--- src/rtl/core/qxmm_pkg.sv ---
package qxmm_pkg;

  // width of a mixed, floored drive: holds a full 16 bit throttle plus three full terms
  localparam int unsigned MW = 18;
  localparam int unsigned NUM_MOTORS = 4;

  // product width: 18 bit signed command times 17 bit signed gain
  localparam int unsigned PW = 35;

  // motor order in the drive arrays
  localparam int unsigned MOT_FR = 0;
  localparam int unsigned MOT_FL = 1;
  localparam int unsigned MOT_RL = 2;
  localparam int unsigned MOT_RR = 3;

  // register indexes of the configuration port
  typedef enum logic [1:0] {
    CFG_ATTITUDE_GAIN = 2'd0,
    CFG_YAW_GAIN      = 2'd1,
    CFG_IDLE_FLOOR    = 2'd2,
    CFG_UNUSED        = 2'd3
  } cfg_idx_e;

  localparam logic [15:0] ATTITUDE_GAIN_RST = 16'd13107;
  localparam logic [15:0] YAW_GAIN_RST      = 16'd26214;
  localparam logic [15:0] IDLE_FLOOR_RST    = 16'd1638;
  localparam logic [15:0] DRIVE_MAX         = 16'hFFFF;

  typedef struct packed {
    logic        [15:0] throttle;
    logic signed [15:0] roll_cmd;
    logic signed [15:0] pitch_cmd;
    logic signed [15:0] yaw_cmd;
  } in_t;

  typedef struct packed {
    logic [15:0] drive_front_right;
    logic [15:0] drive_front_left;
    logic [15:0] drive_rear_left;
    logic [15:0] drive_rear_right;
    logic        scaled_down;
  } out_t;

  typedef struct packed {
    logic [15:0] attitude_gain;
    logic [15:0] yaw_gain;
    logic [15:0] idle_floor;
  } cfg_t;

  // floored drives, their peak and the rescale decision
  typedef struct packed {
    logic [NUM_MOTORS-1:0][MW-1:0] drive;
    logic [MW-1:0]                 peak;
    logic                          scaled;
  } mix_t;

endpackage

--- src/rtl/core/qxmm_div.sv ---
module qxmm_div import qxmm_pkg::*; #(
  parameter int unsigned FRAC_BITS = 15
) (
  input  logic clk_i,
  input  logic rst_ni,
  input  logic valid_i,
  output logic ready_o,
  input  mix_t data_i,
  output logic valid_o,
  input  logic ready_i,
  output mix_t data_o,
  output logic [NUM_MOTORS-1:0][FRAC_BITS:0] quot_o
);

  // one quotient bit per stage, four lanes side by side
  localparam int unsigned K  = FRAC_BITS + 1;
  localparam int unsigned QW = FRAC_BITS + 1;

  logic [K-1:0] v_q;
  logic [K:0]   en;
  mix_t                          pl_q   [K];
  logic [NUM_MOTORS-1:0][MW-1:0] rem_q  [K];
  logic [NUM_MOTORS-1:0][QW-1:0] quot_q [K];

  assign en[K]   = ready_i;
  assign ready_o = en[0];
  assign valid_o = v_q[K-1];
  assign data_o  = pl_q[K-1];
  assign quot_o  = quot_q[K-1];

  for (genvar j = 0; j < K; j++) begin : g_stage
    logic                          v_in;
    mix_t                          pl_in;
    logic [NUM_MOTORS-1:0][MW-1:0] rem_prev;
    logic [NUM_MOTORS-1:0][QW-1:0] quot_prev;
    logic [NUM_MOTORS-1:0][MW-1:0] rem_d;
    logic [NUM_MOTORS-1:0][QW-1:0] quot_d;

    assign en[j] = !v_q[j] || en[j+1];

    if (j == 0) begin : g_first
      assign v_in      = valid_i;
      assign pl_in     = data_i;
      assign rem_prev  = '0;
      assign quot_prev = '0;
    end else begin : g_next
      assign v_in      = v_q[j-1];
      assign pl_in     = pl_q[j-1];
      assign rem_prev  = rem_q[j-1];
      assign quot_prev = quot_q[j-1];
    end

    // restoring step: first stage starts from the drive, later ones double the remainder
    always_comb begin
      logic [MW:0] trial;
      logic        qbit;
      for (int i = 0; i < NUM_MOTORS; i++) begin
        trial     = (j == 0) ? {1'b0, pl_in.drive[i]} : {rem_prev[i], 1'b0};
        qbit      = trial >= {1'b0, pl_in.peak};
        rem_d[i]  = qbit ? MW'(trial - {1'b0, pl_in.peak}) : trial[MW-1:0];
        quot_d[i] = {quot_prev[i][QW-2:0], qbit};
      end
    end

    always_ff @(posedge clk_i or negedge rst_ni) begin
      if (!rst_ni) begin
        v_q[j] <= 1'b0;
      end else if (en[j]) begin
        v_q[j] <= v_in;
      end
    end

    always_ff @(posedge clk_i) begin
      if (en[j]) begin
        pl_q[j]   <= pl_in;
        rem_q[j]  <= rem_d;
        quot_q[j] <= quot_d;
      end
    end
  end

endmodule

--- config.mk ---
export PLATFORM = sky130hd
export DESIGN_NAME = qxmm_div
export DESIGN_NICKNAME = d
export VERILOG_FILES = /design/src/rtl/core/qxmm_pkg.sv /design/src/rtl/core/qxmm_div.sv
export SDC_FILE = /design/constraint.sdc
export NUM_CORES = 2
export LEC_CHECK = 0
export CORE_UTILIZATION = 40
export CTS_CLUSTER_DIAMETER = 80
export CTS_CLUSTER_SIZE = 25
export DETAILED_ROUTE_END_ITERATION = 6
export DONT_BUFFER_PORTS = 1
export GPL_TIMING_DRIVEN = 0
export HOLD_SLACK_MARGIN = 0.06
export PLACE_DENSITY_LB_ADDON = 0.08
export SLEW_MARGIN = 20
export SYNTH_ARGS = -nofsm -noshare
export SYNTH_HDL_FRONTEND = slang
export SYNTH_SLANG_ARGS = --single-unit
--- constraint.sdc ---
create_clock -name clk_i -period 46.5 [get_ports clk_i]
set_input_delay 4.65 -clock clk_i [delete_from_list [all_inputs] [get_ports clk_i]]
set_output_delay 4.65 -clock clk_i [all_outputs]
set_load 0.01 [all_outputs]
==> summary.txt <==
Setup path
  – CP Launch Type: input port
  – Element type at the critical path end: output pin
  – Max stage delay on crit path: 830 ps
  – Most frequent CP cell: nor2_1
  – Worst Path Max Fanout: 37
  – Critical Path AT: between 10,000 and 15,000 ps
  – CP required: roughly 42,000 ps
  – CP max stage cell: nor2_1
  – CP Class: input port to output pin
  – Critical-path cell list: nand2b_4 -> buf_12 -> nor2_1 -> inv_8 -> nor2_1 -> and3_1 -> nand3_4 -> nor2_1 -> nand4_1 -> nor2_1 -> nand3_4 -> buf_12

Job
  – Max-cap violations: 0

Yosys
  – Ys Warns: 0
  – Synth cell types: 85
  – Post-Syn Area per Cell: 12.9 um2
  – Ys async rst share: less than 1%
  – Synth Register Bits: between 3k and 4k
  – Post-synth EDFFs: around 3.1k
  – Main synth FF type: edfxtp_1
  – Sequential fraction of the synthesis area: 60.4%
  – Synth area leader: edfxtp_1
  – Synth top area share: 60.2%
  – Synth Instances: between 10k and 15k
  – Top cells by area, synth: edfxtp_1, ha_1, o21ai_0, xnor2_1, mux2_2
  – Cell Area, Synth: 154,000 um2
  – Syn_nets: 13.3k

Layout
  – Share of cells above drive strength 1: under 10%
  – Nets: between 10k and 15k
  – Fill count: between 30k and 40k
  – Fin util: 44.0%
  – Most frequent cells in the layout: edfxtp_1, ha_1, nand2_1
  – Commonest non-fill, non-tap cell in the layout: edfxtp_1
  – Area growth syn-to-layout: 9.35%

Clocking
  – Worst skew pair latency: around 950 ps
  – CTS Hold Bufs: 0
  – CTS Buffer Depth: 4
  – Sink Count: 3,096
  – Clock transition at the registers of the reported paths: about 90 ps
  – Postcts setup bufs: 0
  – CTS buffer count: 187
  – H-tree depth: 4
  – CTS tree: yes
  – Post-CTS resize count: 0
  – Root Driver: clkbuf_16

GRT
  – First-pass GRT wire length: between 600 and 700 mm
  – GRT Total Usage: between 20% and 30%
  – Pin count of the biggest net entering global routing: approximately 110
  – Grt total ovfl: 0
  – Initial antenna violation count: 44
  – Vias in the first global route: approximately 95k

Detailed routing
  – Routed WL: 454 mm
  – Final antenna-violating net count: 0
  – Post-route DRC: 0
  – Drt first pass iters: 6
  – Vias post-DR: just under 100k
  – DRT iter0 DRCs: approximately 7.7k
  – Via density per instance: between 5 and 6
  – DR WL/cell: between 20 and 30 um

Floorplan
  – Initial Util: between 40% and 50%
  – Die Area: slightly below 400,000 um2
  – Row count: 227
  – Core Box Area: 382,000 um2
  – I/O pin count: between 200 and 300
  – Horiz. Die Dim: approximately 620 um
  – Die height: between 600 and 700 um

Pwr
  – Peak VDD IR: between 0.00004 and 0.00005 V
  – Power Total: 12.8 mW
  – Power per cell area: between 70 and 80 nW/um2
  – Leak: 65.7 nW

Placement
  – Detailed Place HPWL: between 300 and 400 mm
  – GPL Wtd Cong: about 0.9
  – IO buf count: 0

Timing
  – Max frequency: 64.5 MHz
  – Worst Tran Pin Value: roughly 1100 ps
  – Hold Fails Final Rpt: 0
  – Clock Skew: between 70 and 80 ps
  – Slew headroom: between 20% and 30%
  – Finish-stage setup viols: 0
  – Post-route clock period utilization: 33.4%
  – Slew Viols, Final: 0
  – RSZ-0062 raised after global routing: no
  – Crit path time final: 15,510 ps

Worst hold path
  – Worst Hold Class: register to register

Status
  – Status: finished clean
worst max-delay path, delay by kind of cell:
family                 cells  cell delay [ps]
and+or+nand+nor            9             5220
buffers and inverters      3              870
flip-flops by register name, summed over array words and instances (netlist names):
| signal | flops |
|---|---|
| pl_q | 1456 |
| rem_q | 1080 |
| g_stage.v_in | 15 |
| quot_q | 544 |
| valid_o | 1 |
cells in the mapped netlist (99+ instances only):
library cell,n
nor2b_1,147
inv_1,647
o21a_1,112
nor3_1,181
nand3_1,156
nand2_1,965
a21o_1,309
nand4_1,133
ha_1,1148
o21bai_1,117
a31oi_1,117
nor2_1,707
a21oi_1,723
mux2_2,354
o21ai_0,923
nand2b_1,168
xnor2_1,458
edfxtp_1,3080
clkbuf_1,122
o31ai_1,99
xor2_1,362
final cells by class:
| cell class | instances | area, um2 | area share (%) |
|---|---|---|---|
| antenna | 21 | 52.6 | 0.0313 |
| buffer | 159 | 646 | 0.384 |
| clock buffer | 203 | 4830 | 2.88 |
| clock inverter | 98 | 1370 | 0.817 |
| inverter | 651 | 2480 | 1.48 |
| multi-input combinational | 8052 | 57800 | 34.4 |
| sequential | 3096 | 92900 | 55.3 |
| tap | 5038 | 6300 | 3.75 |
| timing repair buffer | 73 | 1670 | 0.992 |
power by group:
| group | internal, mW | leakage [nW] | switching (mW) |
|---|---|---|---|
| combinational | 2.34 | 30.5 | 3.57 |
| clock | 0.824 | 2.99 | 1.01 |
| sequential | 4.48 | 32.2 | 0.620 |
| total | 7.64 | 65.7 | 5.21 |
stage by stage:
stage	hold slack [ps]	cells	setup WS, ps	area, um2	setup TNS, ps
after global placement	400	17000	-7930	160000	-2146260
after floorplan	400	12000	12690	154000	0
after global routing	380	17400	30590	168000	0
after CTS	380	17400	30860	168000	0
after detailed placement	405	17100	30840	162000	0
final	379	17400	30990	168000	0
path summary, 6_finish.rpt:
kind                                     start  cells past startpoint               end  slack [ps]
worst min-delay path            quot_q[0][435]                      0    quot_q[0][500]         380
worst max register to register         valid_o                     13     rem_q[0][101]       39240
worst max-delay path                   ready_i                     12           ready_o       30990
min in group asynchronous               rst_ni                      0  g_stage[13].v_in        3420
max in group asynchronous               rst_ni                      0   g_stage[1].v_in       42980
worst min register to register  quot_q[0][435]                      0    quot_q[0][500]         380
per-layer routing:
metal | vias up | routed length (um) | track usage [%]
met2 | 2264 | 220000 | 38.9
li1 | 45400 | - | -
met3 | 493 | 20300 | 2.65
met4 | 0 | 11900 | 5.55
met1 | 48200 | 202000 | 31.0
met5 | - | 0 | 0
cells by family after synthesis:
family / synth area share (%)
AOI/OAI and AO/OA: 11.3
buffers and inverters: 2.01
xor gates and xnor gates: 4.67
and+or+nand+nor: 8.60
DFF: 60.4
adders and majority gates: 10.1
muxes: 2.84
Note: power is estimated with default switching activity, not from simulation.
